<file path="src/hw/rtl/row_column_key_value_map_defines.svh">
// Assertion macros for the row/column map.
// Every check is clocked on clk and held off while rst is high.
`ifndef ROW_COLUMN_KEY_VALUE_MAP_DEFINES_SVH
`define ROW_COLUMN_KEY_VALUE_MAP_DEFINES_SVH

// Same-cycle implication
`define RCKV_ASSERT_IMP(lbl, ante, cons) \
  lbl: assert property (@(posedge clk) disable iff (rst) (ante) |-> (cons)) \
    else $error("row_column_key_value_map: same-cycle check failed");

// Next-cycle implication
`define RCKV_ASSERT_NEXT(lbl, ante, cons) \
  lbl: assert property (@(posedge clk) disable iff (rst) (ante) |=> (cons)) \
    else $error("row_column_key_value_map: next-cycle check failed");

`endif

</file>
<file path="src/hw/rtl/rckv_pkg.sv">
package rckv_pkg;

  // Operation codes
  localparam logic OP_SET = 1'b0;
  localparam logic OP_GET = 1'b1;

  // Register byte addresses
  localparam logic [1:0] ADDR_SIZE_IN_USE = 2'd0;

  // Value reported when nothing is read back
  localparam logic signed [31:0] VALUE_ABSENT = -32'sd1;

  typedef enum logic [1:0] {
    STATUS_OK    = 2'd0,
    STATUS_RANGE = 2'd1,
    STATUS_FULL  = 2'd2
  } status_t;

  // One result word
  typedef struct packed {
    logic signed [31:0] read_value;
    logic               found;
    status_t            status;
  } result_t;

endpackage

</file>
<file path="src/hw/rtl/rckv_cfg.sv">
module rckv_cfg (
  input  logic        clk,
  input  logic        rst,
  input  logic        psel,
  input  logic        penable,
  input  logic        pwrite,
  input  logic [1:0]  paddr,
  input  logic [31:0] pwdata,
  output logic [31:0] prdata,
  output logic        pready,
  output logic [8:0]  size_in_use
);

  import rckv_pkg::*;

  localparam logic [8:0] SIZE_RESET = 9'd256;

  logic wr_en;

  assign pready = 1'b1;
  assign wr_en  = psel && penable && pwrite && (paddr == ADDR_SIZE_IN_USE);

  // size register
  always_ff @(posedge clk) begin
    if (rst) begin
      size_in_use <= SIZE_RESET;
    end else if (wr_en) begin
      size_in_use <= pwdata[8:0];
    end
  end

  // read back
  always_comb begin
    prdata = '0;
    if (paddr == ADDR_SIZE_IN_USE) begin
      prdata = {23'd0, size_in_use};
    end
  end

endmodule

</file>
<file path="config.mk">
export PLATFORM = sky130hd
export DESIGN_NAME = rckv_cfg
export DESIGN_NICKNAME = d
export VERILOG_FILES = /design/src/hw/rtl/row_column_key_value_map_defines.svh /design/src/hw/rtl/rckv_pkg.sv /design/src/hw/rtl/rckv_cfg.sv
export SDC_FILE = /design/constraint.sdc
export NUM_CORES = 1
export LEC_CHECK = 0
export ABC_AREA = 1
export BUFFER_PORTS_ARGS = -buffer_cell sky130_fd_sc_hd__buf_4
export CAP_MARGIN = 10
export CORE_MARGIN = 2
export CORE_UTILIZATION = 29
export CTS_CLUSTER_SIZE = 24
export DETAILED_ROUTE_END_ITERATION = 8
export PLACE_DENSITY = 0.76
export SYNTH_ARGS = -nofsm -noshare
export SYNTH_HDL_FRONTEND = slang
export SYNTH_SLANG_ARGS = --single-unit
</file>
<file path="constraint.sdc">
create_clock -name clk -period 0.8 [get_ports clk]
set_input_delay 0.08 -clock clk [delete_from_list [all_inputs] [get_ports clk]]
set_output_delay 0.08 -clock clk [all_outputs]
set_load 0.05 [all_outputs]
</file>
==> impl_metrics.csv <==
group,metric,value,unit
global_route,grt_max_degree,10,
global_route,busiest_layer,"met2",
pwr,pwr-share-comb,40.4,%
clock_network,numCtsBuffers,3,
worst_setup_path,crit_type,"flip-flop to output pin",
pwr,clockPowerShare,26.4,%
pwr,p_switching,0.000580,W
worst_setup_path,cp_max_fo,3,
clock_network,clk_pin_slew_worst_paths,0.06,ns
placement,hpwl,1210,um
timing,period_share,124,%
floorplan,die_area,0.00276,mm2
route,wl_per_cell,9.07,um
route,vias,664,
route,detail_route.iter0.violations,4,
worst_setup_path,cp-start-kind,"flip-flop",
worst_hold_path,min_path_type,"primary input to flip-flop",
clock_network,cts_root_buf,"clkbuf_4",
flow_run,cap_violations,0,
floorplan,die_w,52.6,um
timing,rsz0062_at_grt,"yes",
route,ant_nets,0,
global_route,grt_pass1_vias,559,
timing,layout_setup_ws,-0.191,ns
global_route,grt_use_met2,22.7,%
floorplan,fp.dieH,52.6,um
route,routed_wl,1600,um
timing,finClkSkew,0,ns
synthesis,synthCells,107,
finish,largest-register,"size_in_use",
pwr,p_sw_share,43.1,%
worst_hold_path,min-delay-start,"pwdata[8]",
synthesis,yosys_warnings,0,
worst_setup_path,critPathRequiredTime,0.72,ns
synthesis,syn_area_per_cell,6.40,um2
outcome,status,"finished, violations left",
finish,final-instance-count-excl-fill,176,
finish,finalInstanceArea,0.00117,mm2
floorplan,io_pins,81,
clock_network,htree_levels,1,
placement,io_buffers,33,
worst_setup_path,cp-end-kind,"output pin",
pwr,power.internal,0.000765,W
global_route,use_met1,11.3,%
timing,finalSetupViolations,18,
worst_setup_path,crit_family,"flip-flops",
clock_network,clkSinkCount,9,
finish,drive_above_1_share,52.0,%
global_route,antenna_found_initial,0,
pwr,p_leak,0.562,nW
floorplan,rows,17,
route,via_per_inst,3.77,
floorplan,core_area,0.00221,mm2
clock_network,cts_buffer_depth,2,
global_route,gr-total-overflow,0,
global_route,grt_use_total,11.6,%
clock_network,clk_latency,0.26,ns
placement,gp_congestion,0.693,
worst_setup_path,crit_slowest_cell,"dfxtp_4",
finish,reg.largest.list,"size_in_use x9",
worst_setup_path,critPathMaxStageDelay,0.36,ns
worst_setup_path,r2r-start,"size_in_use[7]",
timing,fin_crit,0.991,ns
worst_setup_path,path_buf_inv,2,
placement,dpl_cell_area,0.00100,mm2
finish,antenna_cells,0,
synthesis,synth-seq-cells,9,
finish,nNetsFinal,188,
worst_setup_path,path_cells,"inv_2, nor2_4, buf_6",
global_route,use_met3,2.57,%
timing,slew_viol_final,0,
clock_network,cts_tree,"yes",
synthesis,yosysSeqAreaShare,26.3,%
finish,largest_reg_flops,9,
finish,nFillCells,214,
pwr,pwr_density_cell,1150,mW/mm2
pwr,seqPwrFrac,33.2,%
worst_setup_path,crit_start,"size_in_use[2]",
finish,areaGrowthSynthToFinish,71.1,%
floorplan,start_util,30.9,%
synthesis,ys_types,15,
timing,fmax,1010,MHz
pwr,worst_ir_drop_vdd,0.536,mV
route,drc_errors,0,
placement,dp_cells,169,
synthesis,netlist_area,684,um2
worst_setup_path,cp.arrival,0.91,ns
outcome,violations,"negative setup slack",
timing,finalHoldViolCount,0,
global_route,grt_pass1_wl,2350,um
route,dr.pass1.iters,4,
-- layout by cell type, fill, tap and decap left out --
master     n
nand2_1   10
conb_1    24
buf_8     12
dfxtp_4    9
clkbuf_4   3
nor2_4    11
inv_2     11
nand3_2    1
clkbuf_1   1
buf_4     19
buf_12     1
nor2_2     1
inv_1      9
nor2_1    16
buf_6      8
o21ai_1    1
nand3_1    9
clkinv_1   1
nand2_2    1
-- cells in the mapped netlist (all sizes together) --
| cell | n | area share (%) |
|---|---|---|
| nor2 | 28 | 18 |
| buf | 25 | 28 |
| inv | 20 | 11 |
| nand2 | 11 | 6.4 |
| nand3 | 10 | 8.0 |
| dfxtp | 9 | 26 |
| conb | 2 | 1.1 |
| clkinv | 1 | 0.55 |
| o21ai | 1 | 0.73 |
-- kinds of logic after synthesis --
family	count (synthesis)	share of synthesized area [%]
other	2	1.10
AND/OR/NAND/NOR	49	32.4
flip-flops	9	26.3
AO/OA/AOI/OAI	1	0.731
buffers and inverters	46	39.5
-- layer usage --
| layer | vias to the layer above | part of all wire (%) | wire (um) |
|---|---|---|---|
| met4 | 0 | 1.0 | 16 |
| li1 | 345 | - | - |
| met3 | 2 | 9.8 | 157 |
| met2 | 38 | 55 | 871 |
| met1 | 279 | 35 | 553 |
| met5 | - | 0 | 0 |
-- cell type report --
cell class | count | area, um2 | area share (%)
repair buffers | 40 | 433 | 37.0
multi-input cells | 74 | 384 | 32.8
flip-flops and latches | 9 | 214 | 18.3
inverters | 21 | 78.8 | 6.73
well taps | 28 | 35.0 | 2.99
clock buffers | 4 | 26.3 | 2.24
-- final timing paths --
path               endpoint  slack, ns  depth (start not counted)
max               prdata[2]      -0.19                          3
min          size_in_use[8]       0.03                          3
max reg2reg  size_in_use[7]       0.17                          2
min reg2reg  size_in_use[8]       0.49                          2
-- worst reg2reg max path, cell delays in order, from the launching register on --
cell	delay (ns)
dfxtp_4	0.36
nor2_1	0.12
nor2_1	0.06
-- power by group through the flow --
stage / Sequential [W] / Clock [W] / Combinational [W]
floorplan: 0.000488 / 0 / 0.000454
global placement: 0.000453 / 0 / 0.000511
detailed placement: 0.000454 / 0 / 0.000516
CTS: 0.000445 / 0.000356 / 0.000529
global route: 0.000447 / 0.000386 / 0.000571
finish: 0.000446 / 0.000355 / 0.000544
-- per-stage QoR --
step	TNS, ns	hold WS, ns	util [%]	setup WS [ns]	power (W)
CTS	-2.15	0.0303	49.7	-0.169	0.00133
floorplan	-0.251	0.205	-	-0.0280	0.000942
global route	-2.77	0.0369	52.9	-0.227	0.00140
global placement	-0.853	0.295	45.3	-0.0647	0.000964
detailed placement	-1.06	0.299	45.3	-0.0816	0.000970
finish	-2.31	0.0250	52.9	-0.191	0.00135
-- what timing repair did --
item / 4_1_cts / 5_1_grt
gates resized for setup: 17 / 15
setup endpoints to repair: 18 / 18
hold buffers: 0 / 0
gates cloned: 0 / 0
endpoints found under the hold margin: 0 / 0
setup buffers: 1 / 2
Power figures use the tool's default switching activity.
