`src/hw/rtl/row_column_key_value_map_defines.svh`:
```
// Assertion macros for the row/column map.
// Every check is clocked on clk and held off while rst is high.
`ifndef ROW_COLUMN_KEY_VALUE_MAP_DEFINES_SVH
`define ROW_COLUMN_KEY_VALUE_MAP_DEFINES_SVH

// Same-cycle implication
`define RCKV_ASSERT_IMP(lbl, ante, cons) \
  lbl: assert property (@(posedge clk) disable iff (rst) (ante) |-> (cons)) \
    else $error("row_column_key_value_map: same-cycle check failed");

// Next-cycle implication
`define RCKV_ASSERT_NEXT(lbl, ante, cons) \
  lbl: assert property (@(posedge clk) disable iff (rst) (ante) |=> (cons)) \
    else $error("row_column_key_value_map: next-cycle check failed");

`endif

```
`src/hw/rtl/rckv_ram.sv`:
```
module rckv_ram #(
  parameter int WIDTH = 8,
  parameter int DEPTH = 2,
  localparam int AW = (DEPTH > 1) ? $clog2(DEPTH) : 1
) (
  input  logic             clk,
  input  logic             we,
  input  logic [AW-1:0]    waddr,
  input  logic [WIDTH-1:0] wdata,
  input  logic [AW-1:0]    raddr,
  output logic [WIDTH-1:0] rdata
);

  logic [WIDTH-1:0] mem [DEPTH];

  // One write port, one registered read port
  always_ff @(posedge clk) begin
    if (we) begin
      mem[waddr] <= wdata;
    end
    rdata <= mem[raddr];
  end

endmodule

```
`config.mk`:
```
export PLATFORM = sky130hd
export DESIGN_NAME = rckv_ram
export DESIGN_NICKNAME = d
export VERILOG_FILES = /design/src/hw/rtl/row_column_key_value_map_defines.svh /design/src/hw/rtl/rckv_ram.sv
export SDC_FILE = /design/constraint.sdc
export NUM_CORES = 1
export LEC_CHECK = 0
export BUFFER_PORTS_ARGS = -buffer_cell sky130_fd_sc_hd__buf_4
export CAP_MARGIN = 20
export CORE_MARGIN = 2
export CORE_UTILIZATION = 52
export CTS_CLUSTER_DIAMETER = 100
export DETAILED_ROUTE_END_ITERATION = 12
export PLACE_DENSITY = 0.88
export SLEW_MARGIN = 20
export SYNTH_ARGS = -nofsm -noshare
export SYNTH_HDL_FRONTEND = slang
export SYNTH_SLANG_ARGS = --single-unit
export TNS_END_PERCENT = 30
```
`constraint.sdc`:
```
create_clock -name clk -period 2.1 [get_ports clk]
set_clock_uncertainty 0.05 [all_clocks]
set_input_delay 0.42 -clock clk [delete_from_list [all_inputs] [get_ports clk]]
set_output_delay 0.42 -clock clk [all_outputs]
set_load 0.005 [all_outputs]
```
==> results.sh, run 1 <==
export IMPL_floorplan_die_height_um=42.8
export IMPL_finalNetCount=70
export IMPL_design_portCount=20
export IMPL_routed_via_count=357
export IMPL_worst_path_arrival_time_ns=0.74
export IMPL_cts_buffers_inserted=3
export IMPL_synth_avg_cell_area_um2=22.4
export IMPL_leading_cell_types_by_count_after_synthesis="16 x edfxtp_1, 8 x dfxtp_1, 8 x mux2_4"
export IMPL_seqCellArea_um2=641
export IMPL_fp_dieW_um=42.8
export IMPL_clock_pin_transition_on_the_worst_setup_and_hold_timing_paths_ns=0.12
export IMPL_setup_slack_after_placement_ns=0.576
export IMPL_worst_slew_pin_slew_ns=0.672
export IMPL_synth_seq_area_share_pct=81.7
export IMPL_hold_path_startpoint="wdata[5]"
export IMPL_worst_hold_path_endpoint="mem[0][5]$_DFFE_PP_"
export IMPL_power_uw=819
export IMPL_cp_num_buf_inv=1
export IMPL_postLayoutSetupSlackWorst_ns=0.888
export IMPL_relSlewSlack_pct=55.1
export IMPL_rrSetupSlack_ns=1.27
export IMPL_wl_um=982
export IMPL_synth_most_common_cell="edfxtp_1"
export IMPL_power_static_leakage_uw=0.000395
export IMPL_detailedRoute_firstPassIterationCount=4
export IMPL_post_route_cells_drive_above_1_share_pct=52.6
export IMPL_tritoncts="yes"
export IMPL_run_status="completed"
export IMPL_antenna_diode_instance_count=0
export IMPL_post_route_fraction_of_the_period_consumed_by_the_critical_path_pct=57.7
export IMPL_overflow=0
export IMPL_core_um2=1450
export IMPL_critPathTopFamily="flip-flops"
export IMPL_clock_sinks=24
export IMPL_total_negative_slack_ns=0
export IMPL_maximum_number_of_pins_on_one_net_before_global_route_repair=14
export IMPL_worst_r2r_cell_count=1
export IMPL_antenna_found_initial=0
export IMPL_cts_root_buf="clkbuf_4"
export IMPL_setup_viol=0
export IMPL_post_place_cells=69
export IMPL_multiInputGateArea_um2=133
export IMPL_share_of_synthesized_flip_flops_with_an_asynchronous_set_or_reset_pct=0
export IMPL_avgViaCountPerCell=4.89
export IMPL_routabilityCongestion=0.637
export IMPL_timing_critical_path_from_type="flop"
export IMPL_hold_buffers=0
export IMPL_port_buffers=19
export IMPL_yosysTopAreaCell="edfxtp_1"
export IMPL_postRouteAntennaNets=0
export IMPL_pwr_density_cell_nw_per_um2=851
export IMPL_initial_standard_cell_utilization_of_the_core_pct=54.0
export IMPL_post_cts_setup_buffer_count=0
export IMPL_rsz_0062_raised_after_global_routing="false"
export IMPL_post_route_drc_count=0
export IMPL_yosys_register_bits=24
export IMPL_worst_setup_path_type="reg -> out"
export IMPL_crit_chain="buf_4"
export IMPL_grt_pass1_wl_um=1440
export IMPL_yosys_most_used_dff="edfxtp_1"
export IMPL_synth_largest_type_area_fraction_pct=61.2
export IMPL_wire_per_inst_um=13.5
export IMPL_syn_area_um2=785
export IMPL_peakVddDrop_mv=0.508
export IMPL_required_time_at_the_endpoint_of_the_critical_path_ns=1.63
export IMPL_min_path_cells=1
export IMPL_post_syn_instances=35
export IMPL_worst_path_largest_cell_delay_ns=0.32
export IMPL_drt_iter0_markers=5
export IMPL_maxClockFrequency_ghz=0.825
export IMPL_synth_edf_count=16
export IMPL_worstSetupEndpointType="output pin"
export IMPL_final_hold_viol_count=0
export IMPL_ctsHtreeMaxLevel=1
export IMPL_dieArea_um2=1840
export IMPL_clk_path_buf_depth=2
export IMPL_stdcell_count=73
export IMPL_critical_path_peak_fanout=1
export IMPL_count_of_different_cell_masters_after_synthesis=6
export IMPL_grt_pass1_vias=335
export IMPL_synthToLayoutAreaGrowth_pct=22.6
export IMPL_maxCapViolations=0
export IMPL_post_layout_min_period_ns=1.21
export IMPL_synthesis_nets=47
export IMPL_clock_latency_ns=0.30
export IMPL_postCtsResizedCells=0
export IMPL_grt_util_all_layers_pct=11.5
export IMPL_timing_rr_start="mem[0][1]$_DFFE_PP_"
export IMPL_rows=14
export IMPL_number_of_warnings_issued_by_yosys=0
export IMPL_top_post_synthesis_cells_by_area="edfxtp_1 61%, dfxtp_1 20%, mux2_4 15%"
export IMPL_cp_slowest_cell="dfxtp_1"
export IMPL_max_slew_vio_count=0
export IMPL_worstHoldPathType="in -> reg"
export IMPL_timing_rr_end="rdata[1]$_DFF_P_"
export IMPL_filler_cell_count=107
registers in the layout, indices dropped and copies added, names as in the netlist:
signal / cells
mem: 16
rdata: 8
per-stage QoR:
step                hold slack, ns  instance area, µm²  utilization, %
detailed placement           0.410                 936            64.4
global placement             0.410                 936            64.4
global route                 0.225                 962            66.2
floorplan                    0.402                 785               -
CTS                          0.235                 962            66.2
finish                       0.242                 962            66.2
cells in the final DEF (no fill, tap or decap), drive strengths merged:
master	netlist	routed
edfxtp	16	16
mux2	8	8
clkinv	0	1
clkbuf	0	3
buf	1	19
and2	1	1
nor2b	1	1
dfxtp	8	8
cell type report:
type	instances	share of cell area, %
Sequential cell	24	66.6
Timing Repair Buffer	19	14.8
Multi-Input combinational cell	10	13.8
Clock buffer	3	2.34
Tap cell	16	2.08
Clock inverter	1	0.390
where the power goes:
group,total (µW),leakage [µW],internal [µW],switching [µW]
Clock,195,0.0000154,69.3,126
Sequential,550,0.000218,541,8.64
Combinational,74.0,0.000162,50.3,23.7
Total,819,0.000395,660,158
worst max path at each step:
stage	startpoint	endpoint	cells past startpoint
floorplan	we	mem[0][0]$_DFFE_PP_	1
global placement	waddr	mem[0][1]$_DFFE_PP_	2
detailed placement	waddr	mem[0][2]$_DFFE_PP_	2
CTS	rdata[1]$_DFF_P_	rdata[1]	1
global route	rdata[6]$_DFF_P_	rdata[6]	1
finish	rdata[5]$_DFF_P_	rdata[5]	1
routing by layer:
metal / vias to the layer above / global-route usage, % / part of all wire (%)
met3: 0 / 2.98 / 7.9
met4: 0 / 7.50 / 0
li1: 172 / - / -
met2: 18 / 20.0 / 53
met5: - / 0 / 0
met1: 167 / 11.9 / 39
cell families (layout without fill, tap and decap cells):
logic type / after synthesis / after routing / synth area share [%]
DFF: 24 / 24 / 81.7
buffers and inverters: 1 / 23 / 1.44
and+or+nand+nor: 2 / 2 / 1.60
muxes: 8 / 8 / 15.3
Power figures use the tool's default switching activity.
==> run 2: changes to the inputs <==
Settings changed: CORE_UTILIZATION 52 to 44, PLACE_DENSITY 0.88 to 0.81.
Clock period 2.1 ns to 1.05 ns, I/O delays scaled along.
==> run 2 against run 1 <==
Design area increased by 2.2%. Die area increased by 16%. Non-clock buffer count increased by 1. Sequential share of layout area decreased by 1.4 points. Global-route usage decreased by 2.7 points. First-iteration DRC count decreased by 20%. Combinational power increased by 100%. Hold slack got worse by 0.20 ns. Wire length decreased by 5.2%. Utilization decreased by 8.6 points. Count of clock-buffer cells in the layout unchanged. Largest cell class unchanged. Largest power group unchanged.
==> results.sh, run 2 (synthesis results as in run 1) <==
export IMPL_critPathTopFamily="flip-flops"
export IMPL_timing_rr_start="mem[0][2]$_DFFE_PP_"
export IMPL_postLayoutSetupSlackWorst_ns=0.0587
export IMPL_final_hold_viol_count=0
export IMPL_power_static_leakage_uw=0.000401
export IMPL_avgViaCountPerCell=4.40
export IMPL_timing_critical_path_from_type="flop"
export IMPL_worstHoldPathType="in -> reg"
export IMPL_detailedRoute_firstPassIterationCount=2
export IMPL_postRouteAntennaNets=0
export IMPL_hold_path_startpoint="wdata[6]"
export IMPL_routabilityCongestion=0.699
export IMPL_design_portCount=20
export IMPL_worst_hold_path_endpoint="mem[0][6]$_DFFE_PP_"
export IMPL_drt_iter0_markers=4
export IMPL_reg_largest_list="mem (16), rdata (8)"
export IMPL_max_slew_vio_count=0
export IMPL_post_route_fraction_of_the_period_consumed_by_the_critical_path_pct=94.4
export IMPL_grt_busiest_layer="met2"
export IMPL_rows=15
export IMPL_maxCapViolations=0
export IMPL_worst_setup_path_type="reg -> out"
export IMPL_grt_util_met2_pct=13.9
export IMPL_tritoncts="yes"
export IMPL_relSlewSlack_pct=76.2
export IMPL_grt_util_all_layers_pct=8.74
export IMPL_finalNetCount=71
export IMPL_postCtsResizedCells=0
export IMPL_largest_register="mem"
export IMPL_post_layout_min_period_ns=0.991
export IMPL_setup_slack_after_placement_ns=0.00484
export IMPL_crit_chain="buf_4"
export IMPL_post_cts_setup_buffer_count=0
export IMPL_cts_root_buf="clkbuf_4"
export IMPL_overflow=0
export IMPL_crit_start="rdata[7]$_DFF_P_"
export IMPL_max_ffs_per_register=16
export IMPL_clock_latency_ns=0.29
export IMPL_total_negative_slack_ns=0
export IMPL_cts_buffers_inserted=3
export IMPL_setup_viol=0
export IMPL_maxClockFrequency_ghz=1.01
export IMPL_worst_slew_pin_slew_ns=0.357
export IMPL_routed_via_count=365
export IMPL_rrSetupSlack_ns=0.23
export IMPL_core_um2=1710
export IMPL_timing_rr_end="rdata[2]$_DFF_P_"
export IMPL_post_place_cells=79
export IMPL_critical_path_peak_fanout=1
export IMPL_required_time_at_the_endpoint_of_the_critical_path_ns=0.79
export IMPL_floorplan_die_height_um=46.2
export IMPL_post_dp_cell_area_um2=957
export IMPL_final_common_cell="buf_4"
export IMPL_port_buffers=19
export IMPL_worstSetupEndpointType="output pin"
export IMPL_filler_cell_count=134
export IMPL_clock_pin_transition_on_the_worst_setup_and_hold_timing_paths_ns=0.11
export IMPL_worst_path_largest_cell_delay_ns=0.32
export IMPL_cp_num_buf_inv=1
export IMPL_seqCellArea_um2=641
export IMPL_hold_buffers=0
export IMPL_post_route_drc_count=0
export IMPL_clk_path_buf_depth=2
export IMPL_wl_um=931
export IMPL_final_cell_area_um2=983
export IMPL_worst_r2r_cell_count=1
export IMPL_initial_standard_cell_utilization_of_the_core_pct=45.9
export IMPL_synthToLayoutAreaGrowth_pct=25.4
export IMPL_maximum_number_of_pins_on_one_net_before_global_route_repair=14
export IMPL_cp_slowest_cell="dfxtp_1"
export IMPL_antenna_found_initial=0
export IMPL_min_path_cells=1
export IMPL_pwr_density_cell_nw_per_um2=1650
export IMPL_antenna_diode_instance_count=0
export IMPL_grt_pass1_wl_um=1250
export IMPL_grt_pass1_vias=307
export IMPL_worst_path_arrival_time_ns=0.73
export IMPL_peakVddDrop_mv=0.790
export IMPL_power_uw=1620
export IMPL_dieArea_um2=2140
export IMPL_stdcell_count=83
export IMPL_rsz_0062_raised_after_global_routing="false"
export IMPL_grt_util_met1_pct=9.79
export IMPL_leading_cell_types_in_the_layout_fill_and_taps_excluded="20 x buf_4, 16 x edfxtp_1, 8 x mux2_4, 8 x dfxtp_1, 3 x clkbuf_4"
export IMPL_post_route_cells_drive_above_1_share_pct=55.2
export IMPL_ctsHtreeMaxLevel=1
export IMPL_run_status="completed"
export IMPL_clock_sinks=24
export IMPL_fp_dieW_um=46.2
export IMPL_wire_per_inst_um=11.2
export IMPL_multiInputGateArea_um2=135
export IMPL_grt_use_met3_pct=2.35
run 2: worst max-delay path by stage:
stage	depth (start not counted)	endpoint	slack, ns
after global placement	2	mem[1][5]$_DFFE_PP_	0.04
final	1	rdata[7]	0.06
after detailed placement	2	mem[1][2]$_DFFE_PP_	0.005
after floorplan	1	mem[0][0]$_DFFE_PP_	0.17
after global routing	1	rdata[2]	0.02
after CTS	1	rdata[7]	0.04
run 2: metal layers:
metal / routed length (µm) / vias to the layer above
li1: - / 173
met1: 383 / 174
met2: 483 / 16
met3: 47 / 2
met4: 17 / 0
met5: 0 / -
run 2: area by class of cell:
| type | count | area share (%) |
|---|---|---|
| tap | 25 | 3.18 |
| multi-input combinational | 10 | 13.7 |
| timing repair buffer | 20 | 15.3 |
| clock inverter | 1 | 0.382 |
| sequential | 24 | 65.1 |
| clock buffer | 3 | 2.29 |
run 2: report_power, final:
part	switching [µW]	total [µW]	internal, µW
combinational	47.8	151	104
sequential	18.1	1100	1080
clock	230	368	138
total	296	1620	1320
run 2: stage by stage:
step | util, % | hold WS (ns)
finish | 57.6 | 0.0458
floorplan | - | 0.259
global route | 57.6 | 0.0224
global placement | 56.0 | 0.347
CTS | 57.6 | 0.0357
detailed placement | 56.0 | 0.350
