File: src/hw/rtl/row_column_key_value_map_defines.svh
// Assertion macros for the row/column map.
// Every check is clocked on clk and held off while rst is high.
`ifndef ROW_COLUMN_KEY_VALUE_MAP_DEFINES_SVH
`define ROW_COLUMN_KEY_VALUE_MAP_DEFINES_SVH

// Same-cycle implication
`define RCKV_ASSERT_IMP(lbl, ante, cons) \
  lbl: assert property (@(posedge clk) disable iff (rst) (ante) |-> (cons)) \
    else $error("row_column_key_value_map: same-cycle check failed");

// Next-cycle implication
`define RCKV_ASSERT_NEXT(lbl, ante, cons) \
  lbl: assert property (@(posedge clk) disable iff (rst) (ante) |=> (cons)) \
    else $error("row_column_key_value_map: next-cycle check failed");

`endif

File: src/hw/rtl/rckv_pkg.sv
package rckv_pkg;

  // Operation codes
  localparam logic OP_SET = 1'b0;
  localparam logic OP_GET = 1'b1;

  // Register byte addresses
  localparam logic [1:0] ADDR_SIZE_IN_USE = 2'd0;

  // Value reported when nothing is read back
  localparam logic signed [31:0] VALUE_ABSENT = -32'sd1;

  typedef enum logic [1:0] {
    STATUS_OK    = 2'd0,
    STATUS_RANGE = 2'd1,
    STATUS_FULL  = 2'd2
  } status_t;

  // One result word
  typedef struct packed {
    logic signed [31:0] read_value;
    logic               found;
    status_t            status;
  } result_t;

endpackage

File: src/hw/rtl/rckv_seq.sv
module rckv_seq #(
  parameter int MAX_SIZE      = 256,
  parameter int SLOTS_PER_ROW = 8,
  localparam int ROWS  = (MAX_SIZE < 256) ? MAX_SIZE : 256,
  localparam int RW    = $clog2(ROWS),
  localparam int DEPTH = ROWS * SLOTS_PER_ROW,
  localparam int AW    = $clog2(DEPTH),
  localparam int CW    = $clog2(SLOTS_PER_ROW + 1)
) (
  input  logic                  clk,
  input  logic                  rst,
  input  logic                  start,
  input  logic                  operation,
  input  logic [7:0]            row_index,
  input  logic [7:0]            column_index,
  input  logic signed [31:0]    write_value,
  input  logic [8:0]            size_in_use,
  output logic                  busy,
  output logic                  done,
  output rckv_pkg::result_t     result,
  // fill-count memory
  output logic [RW-1:0]         cnt_raddr,
  input  logic [CW-1:0]         cnt_rdata,
  output logic                  cnt_we,
  output logic [RW-1:0]         cnt_waddr,
  output logic [CW-1:0]         cnt_wdata,
  // slot memory: {column, value}
  output logic [AW-1:0]         slot_raddr,
  input  logic [39:0]           slot_rdata,
  output logic                  slot_we,
  output logic [AW-1:0]         slot_waddr,
  output logic [39:0]           slot_wdata
);

  import rckv_pkg::*;

  typedef enum logic [1:0] {
    S_IDLE,
    S_COUNT,
    S_SCAN
  } state_t;

  state_t            state, state_next;
  logic              op_q, op_next;
  logic [RW-1:0]     row_q, row_next;
  logic [7:0]        col_q, col_next;
  logic [31:0]       wval_q, wval_next;
  logic [AW-1:0]     base_q, base_next;
  logic [CW-1:0]     cnt_q, cnt_next;
  logic [CW-1:0]     scan_idx, scan_idx_next;
  logic [ROWS-1:0]   touched, touched_next;
  logic              done_next;
  result_t           result_next;

  logic              in_range;
  logic              hit;
  logic              miss;
  logic [CW-1:0]     miss_cnt;
  logic [CW-1:0]     cnt_eff;

  assign busy = (state != S_IDLE);

  // index check against the configured size and the row count
  assign in_range = ({1'b0, row_index} < size_in_use) &&
                    ({1'b0, column_index} < size_in_use) &&
                    (32'(row_index) < MAX_SIZE) &&
                    (32'(column_index) < MAX_SIZE);

  // the shared column comparator
  assign hit = (slot_rdata[39:32] == col_q);

  // a row never written has no slots in use
  assign cnt_eff = touched[row_q] ? cnt_rdata : '0;

  assign cnt_waddr  = row_q;
  assign slot_wdata = {col_q, wval_q};

  // sequencer
  always_comb begin
    state_next    = state;
    op_next       = op_q;
    row_next      = row_q;
    col_next      = col_q;
    wval_next     = wval_q;
    base_next     = base_q;
    cnt_next      = cnt_q;
    scan_idx_next = scan_idx;
    touched_next  = touched;
    done_next     = 1'b0;
    result_next   = result;
    cnt_raddr     = row_q;
    cnt_we        = 1'b0;
    cnt_wdata     = cnt_q;
    slot_raddr    = base_q;
    slot_we       = 1'b0;
    slot_waddr    = base_q;
    miss          = 1'b0;
    miss_cnt      = cnt_q;

    case (state)
      S_IDLE: begin
        cnt_raddr = row_index[RW-1:0];
        if (start) begin
          op_next   = operation;
          row_next  = row_index[RW-1:0];
          col_next  = column_index;
          wval_next = write_value;
          base_next = AW'(32'(row_index[RW-1:0]) * SLOTS_PER_ROW);
          if (!in_range) begin
            done_next   = 1'b1;
            result_next = '{read_value: VALUE_ABSENT, found: 1'b0, status: STATUS_RANGE};
          end else begin
            state_next = S_COUNT;
          end
        end
      end

      S_COUNT: begin
        // fill count is back; slot 0 is being read
        cnt_next      = cnt_eff;
        scan_idx_next = '0;
        if (cnt_eff == '0) begin
          miss     = 1'b1;
          miss_cnt = cnt_eff;
        end else begin
          state_next = S_SCAN;
        end
      end

      S_SCAN: begin
        // compare slot scan_idx, fetch the next one
        slot_raddr = AW'(base_q + AW'(scan_idx) + AW'(1));
        if (hit) begin
          state_next = S_IDLE;
          done_next  = 1'b1;
          if (op_q == OP_GET) begin
            result_next = '{read_value: signed'(slot_rdata[31:0]), found: 1'b1,
                            status: STATUS_OK};
          end else begin
            slot_we     = 1'b1;
            slot_waddr  = AW'(base_q + AW'(scan_idx));
            result_next = '{read_value: VALUE_ABSENT, found: 1'b0, status: STATUS_OK};
          end
        end else if (CW'(scan_idx + CW'(1)) == cnt_q) begin
          miss     = 1'b1;
          miss_cnt = cnt_q;
        end else begin
          scan_idx_next = CW'(scan_idx + CW'(1));
        end
      end

      default: begin
        state_next = S_IDLE;
      end
    endcase

    // column absent from the row: report a miss, append a slot or report a full row
    if (miss) begin
      state_next = S_IDLE;
      done_next  = 1'b1;
      if (op_q == OP_GET) begin
        result_next = '{read_value: VALUE_ABSENT, found: 1'b0, status: STATUS_OK};
      end else if (32'(miss_cnt) < SLOTS_PER_ROW) begin
        slot_we               = 1'b1;
        slot_waddr            = AW'(base_q + AW'(miss_cnt));
        cnt_we                = 1'b1;
        cnt_wdata             = CW'(miss_cnt + CW'(1));
        touched_next[row_q]   = 1'b1;
        result_next = '{read_value: VALUE_ABSENT, found: 1'b0, status: STATUS_OK};
      end else begin
        result_next = '{read_value: VALUE_ABSENT, found: 1'b0, status: STATUS_FULL};
      end
    end
  end

  // state and registered outputs
  always_ff @(posedge clk) begin
    if (rst) begin
      state   <= S_IDLE;
      touched <= '0;
      done    <= 1'b0;
    end else begin
      state   <= state_next;
      touched <= touched_next;
      done    <= done_next;
    end
    op_q     <= op_next;
    row_q    <= row_next;
    col_q    <= col_next;
    wval_q   <= wval_next;
    base_q   <= base_next;
    cnt_q    <= cnt_next;
    scan_idx <= scan_idx_next;
    result   <= result_next;
  end

endmodule

File: config.mk
export PLATFORM = sky130hd
export DESIGN_NAME = rckv_seq
export DESIGN_NICKNAME = d
export VERILOG_FILES = /design/src/hw/rtl/row_column_key_value_map_defines.svh /design/src/hw/rtl/rckv_pkg.sv /design/src/hw/rtl/rckv_seq.sv
export SDC_FILE = /design/constraint.sdc
export NUM_CORES = 1
export LEC_CHECK = 0
export ABC_AREA = 1
export BUFFER_PORTS_ARGS = -buffer_cell sky130_fd_sc_hd__buf_2
export CORE_ASPECT_RATIO = 1.4
export CORE_MARGIN = 10
export CORE_UTILIZATION = 54
export DETAILED_ROUTE_END_ITERATION = 7
export MAX_ROUTING_LAYER = met4
export PLACE_DENSITY = 0.86
export RECOVER_POWER = 100
export SLEW_MARGIN = 10
export SYNTH_ARGS = -nofsm -noshare
export SYNTH_HDL_FRONTEND = slang
export SYNTH_SLANG_ARGS = --single-unit
export TNS_END_PERCENT = 100
File: constraint.sdc
create_clock -name clk -period 4.1 [get_ports clk]
set_input_delay 0.82 -clock clk [delete_from_list [all_inputs] [get_ports clk]]
set_output_delay 0.82 -clock clk [all_outputs]
set_load 0.01 [all_outputs]
==> results of run 1 <==
[worst min path at each step]
stage                        end  slack (ns)  cells past startpoint
finish              touched[205]        0.45                      2
global route          wval_q[29]        0.45                      1
CTS                    wval_q[0]        0.45                      1
detailed placement  touched[111]        0.44                      2
global placement    touched[107]        0.44                      2
floorplan           touched[100]        0.43                      2
[cell usage in the layout, fill, tap and decap left out, drive strengths merged, types with 3 or more instances in the layout]
master and n:
nand2 962, xor2 17, o21ai 122, inv 355, dfxtp 259, nand3 15, edfxtp 92, nand4 6
clkinv 7, clkbuf 151, a21oi 270, nor2 338, bufinv 6, ha 22, xnor2 4, nor3 3
o31ai 3, or2 4, buf 222
[registers in the layout (all words and copies together) (netlist names)]
name,count
base_q,8
cnt_q,4
col_q,8
done,1
op_q,1
result,35
scan_idx,4
state,2
touched,256
wval_q,32
[worst register-to-register path: stages, from the launching register on]
cell,delay [ns]
edfxtp_1,0.51
buf_12,0.22
buf_4,0.21
nand2_1,0.12
o21ai_0,0.12
nand2_1,0.08
nand2_1,0.07
nand2_1,0.06
nand2_1,0.06
o21ai_2,0.17
nand2_1,0.10
o21ai_2,0.15
nand2_2,0.08
nor2_4,0.13
nor2_4,0.06
nor2_4,0.09
nand2_2,0.08
nand2_2,0.08
buf_4,0.11
buf_4,0.14
nand2_1,0.14
nor2_8,0.24
buf_16,0.25
buf_16,0.33
nand2_1,0.16
a21oi_1,0.16
[stage by stage]
stage               util (%)  instance area (um2)  setup WS, ns  cells  power [W]
detailed placement      59.7                19300        -0.121   3209    0.00607
CTS                     65.3                21100        -0.522   3298    0.00969
global placement        59.7                19300       -0.0509   3209    0.00604
global route            65.9                21300        -0.888   3309     0.0101
floorplan                  -                17600         0.216   2632    0.00513
finish                  65.9                21300        -0.661   3309    0.00984
[cells by family after synthesis]
kind of cell,synth area share (%)
simple gates,28.8
compound gates,11.7
flops,45.1
buf+inv,11.8
fa+ha+maj,1.56
xor+xnor,1.04
[synth_stat cells (3+ instances only)]
master / n / area (um2)
inv_1: 352 / 1320
nand2_1: 959 / 3600
nor3_1: 3 / 15.0
nand4_1: 6 / 37.5
xnor2_1: 4 / 35.0
or2_2: 4 / 25.0
a21oi_1: 269 / 1350
edfxtp_1: 92 / 2760
dfxtp_1: 259 / 5180
xor2_1: 17 / 149
clkbuf_1: 87 / 327
o21ai_0: 117 / 586
ha_1: 22 / 275
buf_6: 11 / 124
o31ai_1: 3 / 22.5
buf_1: 3 / 11.3
buf_4: 15 / 113
nor2_1: 334 / 1250
o21ai_1: 5 / 25.0
buf_2: 36 / 180
nand3_1: 15 / 75.1
[per-layer routing]
| layer | GRT usage (%) | part of all wire (%) | vias to the layer above |
|---|---|---|---|
| li1 | - | - | 8449 |
| met1 | 30.3 | 36 | 8252 |
| met2 | 46.7 | 47 | 1172 |
| met3 | 4.94 | 10 | 317 |
| met4 | 15.7 | 6.5 | 0 |
| met5 | - | 0 | - |
[area by class of cell]
class	instances	share of cell area (%)
repair buffers	329	11.2
clock inverters	15	1.08
well taps	440	2.59
clock buffers	45	4.44
multi-input cells	1776	37.1
flip-flops and latches	351	37.3
inverters	353	6.26
[power groups by stage]
stage	logic, W	clock network (W)	registers, W
floorplan	0.00114	0	0.00399
global placement	0.00209	0	0.00395
detailed placement	0.00212	0	0.00395
CTS	0.00241	0.00339	0.00388
global route	0.00267	0.00353	0.00391
finish	0.00254	0.00340	0.00389
[timing repair]
action,in CTS,in global routing
hold buffers,0,0
gates resized for setup,111,62
pin swaps,30,18
cloned,7,3
setup endpoints to repair,19,193
setup buffers,23,8
==> results.yml, run 1 <==
run_status:
  status: "finished, violations left"
  violations: "DRC, setup timing"
cts:
  clk_latency_ns: 0.54
  clk_pin_slew_ns: 0.07
  htreeDepth: 2
  cts.sinks: 351
  cts_buffers: 34
  cts_tree: "yes"
  cts-root-buf: "clkbuf_16"
  clk_path_buf_depth: 3
final_layout:
  multi_input_comb_area_um2: 7900
  nNetsFinal: 2972
  num_antenna_cells: 0
  post_route_cells_drive_above_1_share_pct: 12.7
  syn2layout_area_growth_pct: 20.8
  seq_area_um2: 7950
  fillers: 2534
floorplan:
  initial_core_util_pct: 54.6
  fp-row-count: 78
  die_area_um2: 40400
  die_y_um: 234
  io-pin-count: 226
  coreArea_um2: 32300
  die_w_um: 173
worst_setup_path:
  cp_num_cells: 25
  endpoint_kind: "output port"
  reg2reg_slack_ns: 0.12
  setup.worst_path.start: "base_q[3]"
  crit_required_ns: 3.28
  reg2reg_from: "base_q[3]"
  timing.critical_path.to: "slot_waddr[3]"
  cpMostUsedCell: "nand2_1"
  timing.critical_path.buf_inv: 7
  crit_type: "register to output port"
  reg2reg_to: "touched[11]"
  max_stage_delay_ns: 0.51
  cp_slowest_cell: "edfxtp_1"
  arrival_ns: 3.94
  path_max_fanout: 17
  critPathTopFamily: "simple AND/OR/NAND/NOR gates"
  reg2reg_depth: 25
  worst_setup_path_start_kind: "register"
yosys:
  yosysSeqAreaShare_pct: 45.1
  post_synth_num_cell_types: 35
  ys_ff_latch: 351
  ys.warnings.count: 0
  netlist_instances: 2632
  synth_edf_count: 92
  async_flop_share_pct: 0
  ys.flop_type: "dfxtp_1"
  synth_area_per_cell_um2: 6.70
  synth_fp_nets: 2759
  netlist_area_um2: 17600
route:
  drt_wl_total_um: 58100
  first_pass_iters: 8
  via_per_inst: 5.50
  wl_per_cell_um: 17.6
  num_vias: 18200
  drc: 36
  ant_nets: 0
  dr.first_iter.drc_count: 2424
power:
  comb_power_share_pct: 25.8
  switching_share_pct: 32.7
  vdd_ir_drop_max_mv: 0.462
  p_switching_w: 0.00321
  sequentialPowerShare_pct: 39.6
  leakagePower_nw: 8.21
  pwr-share-clk_pct: 34.6
  p_per_area_nw_per_um2: 462
  p_int_w: 0.00662
global_routing:
  antenna_found_initial: 0
  grt_overflow: 0
  grt_start_max_net_pins: 103
  grtUsageTotal_pct: 27.6
  grt_pass1_wl_um: 88500
  first_global_vias: 17200
timing:
  max-slew-margin-rel_pct: 13.4
  tightest_slew_ns: 1.30
  maxSlewViolCount: 0
  min_period_ns: 4.76
  setup_slack_ns: -0.661
  fmax_mhz: 210
  fin_tns_setup_ns: -10.22
  holdWs_ns: 0.450
  period_share_pct: 116
  rsz0062_at_grt: "yes"
  hold_viol: 0
  fin_skew_ns: 0.0170
  setup_viol: 19
worst_hold_path:
  holdCritPathClass: "register to register"
  hold_start: "touched[205]"
place:
  portBuffers: 225
  globalplace.congestion: 0.949
  hpwl_um: 35400
job:
  max-cap-violations: 0
Power figures use the tool's default switching activity.
==> run 2, diff against run 1 <==
--- a/config.mk
+++ b/config.mk
@@ -5,14 +5,14 @@
 export SDC_FILE = /design/constraint.sdc
 export NUM_CORES = 1
 export LEC_CHECK = 0
-export ABC_AREA = 1
+export ABC_AREA = 0
 export BUFFER_PORTS_ARGS = -buffer_cell sky130_fd_sc_hd__buf_2
 export CORE_ASPECT_RATIO = 1.4
 export CORE_MARGIN = 10
 export CORE_UTILIZATION = 54
 export DETAILED_ROUTE_END_ITERATION = 7
 export MAX_ROUTING_LAYER = met4
-export PLACE_DENSITY = 0.86
+export PLACE_DENSITY = 0.87
 export RECOVER_POWER = 100
 export SLEW_MARGIN = 10
 export SYNTH_ARGS = -nofsm -noshare
==> run 2 against run 1 <==
Against the previous run:
- the run ends with DRC, capacitance limit, slew limit, setup timing left
- sequential share of layout area increased by 5.4 points
- clock skew increased by 0.0084 ns
- wire length decreased by 13%
- critical path depth decreased by 10
- worst hold slack got worse by 0.049 ns
- final area decreased by 13%
- synthesized area decreased by 13%
- utilization decreased by 0.16 points
- power decreased by 15%
- final cell count decreased by 35%
- die area decreased by 11%
- critical endpoint is now cnt_wdata[2]
==> results.yml, run 2 <==
cts:
  holdBufCountCts: 0
  clk_path_buf_depth: 3
  cts-root-buf: "clkbuf_16"
  cts.sinks: 351
  htreeDepth: 1
  clk_latency_ns: 0.59
  cts_buffers: 31
  clk_pin_slew_ns: 0.07
  cts_tree: "yes"
final_layout:
  utilization_pct: 65.8
  final_area_um2: 18600
  final_common_cell: "nor2_1"
  largestRegisters: "touched x256, result x35, wval_q x32"
  syn2layout_area_growth_pct: 20.8
  largest_register: "touched"
  layout_common_cells: "nor2_1 (343), dfxtp_1 (259), a31oi_1 (257)"
  largest_reg_flops: 256
  nNetsFinal: 1882
  post_route_cells_drive_above_1_share_pct: 20.8
timing:
  setup_viol: 17
  rsz0062_at_grt: "yes"
  fmax_mhz: 206
  fin_skew_ns: 0.0253
  period_share_pct: 118
  holdWs_ns: 0.401
  max-slew-margin-rel_pct: -30.0
  tightest_slew_ns: 1.95
  setup_slack_ns: -0.750
  min_period_ns: 4.85
  hold_viol: 0
  maxSlewViolCount: 50
  fin_tns_setup_ns: -9.94
worst_hold_path:
  hold_start: "write_value[3]"
  holdCritPathClass: "input port to register"
  hold_depth: 1
yosys:
  ys.warnings.count: 0
  netlist_area_um2: 15400
  ys.flop_type: "dfxtp_1"
  synth_top_area_share_pct: 33.6
  yosysTopAreaCell: "dfxtp_1"
  netlist_instances: 1529
  yosysSeqAreaShare_pct: 51.5
  synth_common_cells: "nor2_1 (345), a31oi_1 (260), dfxtp_1 (259)"
  async_flop_share_pct: 0
  synth_fp_nets: 1656
  post_synth_num_cell_types: 66
  synth_area_per_cell_um2: 10.1
  ys_ff_latch: 351
  synth_edf_count: 92
  synth_most_common_cell: "nor2_1"
  yosys-top-cells-area: "dfxtp_1 (34%), edfxtp_1 (18%), a31oi_1 (11%)"
floorplan:
  die_area_um2: 35800
  initial_core_util_pct: 54.5
  die_w_um: 163
  fp-row-count: 73
  coreArea_um2: 28300
  die_y_um: 220
  io-pin-count: 226
worst_setup_path:
  reg2reg_depth: 15
  arrival_ns: 4.03
  reg2reg_from: "base_q[3]"
  crit_required_ns: 3.28
  endpoint_kind: "output port"
  crit_type: "register to output port"
  path_max_fanout: 7
  setup.worst_path.start: "base_q[4]"
  worst_setup_path_start_kind: "register"
power:
  vdd_ir_drop_max_mv: 0.268
  p_per_area_nw_per_um2: 450
  leakagePower_nw: 6.86
global_routing:
  grtUsageMet3_pct: 4.87
  globalRouteMet1Util_pct: 29.8
  grtUsageTotal_pct: 27.6
  use_met2_pct: 46.9
  grt_overflow: 0
  grt_pass1_wl_um: 76200
  top_usage_layer: "met2"
  antenna_found_initial: 4
  first_global_vias: 13400
  grt_start_max_net_pins: 145
route:
  ant_nets: 0
  drc: 7
  dr.first_iter.drc_count: 1814
  via_per_inst: 6.38
  drt_wl_total_um: 50800
  num_vias: 13800
  first_pass_iters: 8
  wl_per_cell_um: 23.5
place:
  hpwl_um: 34500
  globalplace.congestion: 1.02
  portBuffers: 225
  dpl_cell_area_um2: 17200
run_status:
  violations: "DRC, capacitance limit, slew limit, setup timing"
  status: "finished, violations left"
job:
  max-cap-violations: 1
==> run 2: what timing repair did <==
action | CTS | global route
endpoints found under the setup margin | 130 | 131
setup buffers | 10 | 7
gates resized for setup | 48 | 18
pin swaps | 17 | 4
cloned | 4 | 0
==> run 2: worst paths after layout <==
path | slack, ns | end
hold reg to reg | 0.46 | touched[154]
setup reg to reg | 0.18 | result[1]
hold / removal | 0.40 | wval_q[3]
setup / recovery | -0.75 | cnt_wdata[2]
==> run 2: power breakdown <==
group	internal (W)	switching, W
Clock	0.00164	0.00134
Sequential	0.00370	0.0000752
Combinational	0.000612	0.00101
Total	0.00595	0.00242
==> run 2: cell type report <==
cell class	count	area [um2]
Inverter	18	67.6
Tap cell	375	469
Clock buffer	38	863
Clock inverter	20	179
Sequential cell	351	7950
Timing Repair Buffer	327	2090
Antenna cell	5	12.5
Fill cell	2082	9690
Multi-Input combinational cell	1026	6990
==> run 2: metrics by stage <==
stage | cells | total power, W | worst slack (ns)
finish | 2160 | 0.00838 | -0.750
CTS | 2148 | 0.00835 | -0.651
global placement | 2077 | 0.00530 | -0.148
global route | 2160 | 0.00862 | -0.848
detailed placement | 2077 | 0.00533 | -0.196
floorplan | 1529 | 0.00472 | -0.108
==> run 2: cell families (layout without fill, tap and decap cells) <==
logic type | Yosys count | in the layout | share of synthesized area, %
mux | 109 | 109 | 10.5
fa+ha+maj | 22 | 22 | 1.79
buf+inv | 152 | 403 | 4.58
xor+xnor | 32 | 32 | 1.91
compound gates | 352 | 352 | 15.1
simple gates | 511 | 511 | 14.6
flops | 351 | 351 | 51.5
other cells | 0 | 5 | 0
==> run 2: routing by layer <==
layer,up-vias,part of all wire [%]
met5,-,0
met4,0,6.2
met3,199,9.5
met2,901,49
met1,6630,35
li1,6046,-
==> run 2: worst max-delay path: stages, from the launching register on <==
cell and delay, ns:
edfxtp_1 0.37, buf_6 0.16, buf_12 0.13, buf_16 0.14
mux2i_2 0.14, a22o_1 0.18, a221oi_2 0.21, o22ai_1 0.12
or4_4 0.54, a41oi_4 0.31, a21boi_4 0.13, nor2b_2 0.13
ha_2 0.17, or4b_1 0.43, o221a_2 0.14, buf_6 0.12
==> run 3, diff against run 2 <==
--- a/config.mk
+++ b/config.mk
@@ -10,6 +10,7 @@
 export CORE_ASPECT_RATIO = 1.4
 export CORE_MARGIN = 10
 export CORE_UTILIZATION = 54
+export CTS_BUF_LIST = sky130_fd_sc_hd__clkbuf_8
 export DETAILED_ROUTE_END_ITERATION = 7
 export MAX_ROUTING_LAYER = met4
 export PLACE_DENSITY = 0.87
==> run 3 against run 2 <==
Against the previous run:
- the flow finishes with violations (DRC, setup timing)
- worst hold slack worse by 0.013 ns
- sequential cell count did not move
- clock power up 5%
- power rose by 1.9%
- die area is the same
- non-clock buffer count shrank 1
- count of clock-buffer cells in the layout up 27
- clock skew shrank 0.0025 ns
- sequential power about the same
- combinational power about the same
- final area increased by 0.67%
- via count rose by 0.44%
==> results.yml, run 3 (same netlist as run 2, synthesis figures left out) <==
timing:
  rsz0062_at_grt: "yes"
  holdWs_ns: 0.388
  fmax_mhz: 205
  max-slew-margin-rel_pct: 23.6
  fin_skew_ns: 0.0228
  setup_slack_ns: -0.790
  period_share_pct: 119
  setup_viol: 17
  min_period_ns: 4.89
  tightest_slew_ns: 1.15
  fin_tns_setup_ns: -10.61
  hold_viol: 0
  maxSlewViolCount: 0
cts:
  cts_tree: "yes"
  clk_path_buf_depth: 3
  cts-root-buf: "clkbuf_8"
  clk_pin_slew_ns: 0.06
  cts.sinks: 351
  htreeDepth: 2
  clk_latency_ns: 0.62
  cts_buffers: 52
worst_setup_path:
  reg2reg_to: "touched[112]"
  reg2reg_slack_ns: 0.18
  timing.critical_path.to: "cnt_wdata[2]"
  endpoint_kind: "output port"
  setup.worst_path.start: "base_q[4]"
  reg2reg_depth: 16
  worst_setup_path_start_kind: "register"
  crit_type: "register to output port"
  path_max_fanout: 5
  crit_required_ns: 3.28
  reg2reg_from: "base_q[4]"
  arrival_ns: 4.07
final_layout:
  fillers: 2099
  largest_reg_flops: 256
  layout_common_cells: "nor2_1 (343), dfxtp_1 (259), a31oi_1 (258)"
  utilization_pct: 66.2
  largestRegisters: "touched x256, result x35, wval_q x32"
  instances_no_fill: 2196
  nNetsFinal: 1902
  largest_register: "touched"
  final_common_cell: "nor2_1"
  syn2layout_area_growth_pct: 21.6
  post_route_cells_drive_above_1_share_pct: 22.4
place:
  globalplace.congestion: 1.02
  portBuffers: 225
  hpwl_um: 34500
  dp.cells: 2077
floorplan:
  die_w_um: 163
  die_y_um: 220
  coreArea_um2: 28300
  fp-row-count: 73
  die_area_um2: 35800
  initial_core_util_pct: 54.5
  io-pin-count: 226
route:
  num_vias: 13800
  via_per_inst: 6.30
  wl_per_cell_um: 23.0
  ant_nets: 0
  drc: 1
  drt_wl_total_um: 50500
  first_pass_iters: 8
  dr.first_iter.drc_count: 1859
power:
  leakagePower_nw: 7.03
  vdd_ir_drop_max_mv: 0.358
  p_per_area_nw_per_um2: 455
job:
  max-cap-violations: 0
global_routing:
  grt_overflow: 0
  grt_pass1_wl_um: 75700
  grt_start_max_net_pins: 145
  grtUsageTotal_pct: 27.4
  first_global_vias: 13500
  antenna_found_initial: 0
run_status:
  violations: "DRC, setup timing"
  status: "finished, violations left"
worst_hold_path:
  holdCritPathClass: "input port to register"
[run 3: changes by cell type in the layout (fill, tap and decap cells not counted), moves of 4 or more]
cell       delta
buf_4         +4
buf_6         -5
inv_1        +15
clkinv_2      -5
clkbuf_8     +61
clkbuf_16    -31
clkbuf_1     -17
buf_2        +13
[run 3: routing by layer]
layer	routed length [um]	GRT usage, %
met5	0	-
met2	25100	46.4
met4	3120	16.4
met1	17400	28.8
met3	4840	6.07
[run 3: critical path, stage by stage, from the launching register on]
cell,delay (ns)
edfxtp_1,0.37
buf_6,0.17
buf_12,0.16
buf_8,0.13
mux2i_2,0.16
a221oi_2,0.29
o22ai_1,0.13
or4_4,0.54
a41oi_4,0.32
a21boi_4,0.12
nor2b_1,0.14
ha_2,0.19
or4b_1,0.44
o221a_2,0.16
buf_6,0.13
[run 3: power by group]
| part | switching, W | internal [W] | leakage (nW) |
|---|---|---|---|
| clock network | 0.00138 | 0.00176 | 0.653 |
| registers | 0.0000752 | 0.00370 | 2.88 |
| logic | 0.000997 | 0.000612 | 3.50 |
[run 3: how the worst min path moves through the flow]
stage | startpoint | endpoint | slack [ns] | cells after the start
after floorplan | touched[102] | touched[102] | 0.43 | 2
after global placement | touched[213] | touched[213] | 0.44 | 2
after detailed placement | touched[115] | touched[115] | 0.45 | 2
after CTS | write_value[7] | wval_q[7] | 0.35 | 1
after global routing | write_value[12] | wval_q[12] | 0.36 | 1
final | write_value[15] | wval_q[15] | 0.39 | 1
[run 3: area by class of cell]
class	instances	area, um2	area share (%)
clock inverter	33	292	1.56
multi-input combinational	1026	6960	37.1
clock buffer	65	895	4.77
tap	375	469	2.50
sequential	351	7950	42.4
inverter	18	67.6	0.360
timing repair buffer	326	2110	11.2
antenna	2	5.00	0.0267
[run 3: through the flow]
step | area (um2) | setup slack [ns] | power [W]
after global placement | 17200 | -0.148 | 0.00530
after floorplan | 15500 | -0.108 | 0.00472
after detailed placement | 17200 | -0.196 | 0.00533
final | 18700 | -0.790 | 0.00853
after global routing | 18700 | -0.883 | 0.00882
after CTS | 18800 | -0.692 | 0.00853
[run 3: what timing repair did]
action | 4_1_cts | 5_1_grt
buffers inserted | 11 | 4
endpoints found under the setup margin | 128 | 44
pin swaps | 21 | 11
hold buffers | 0 | 0
cloned | 4 | 1
resized for setup | 46 | 14
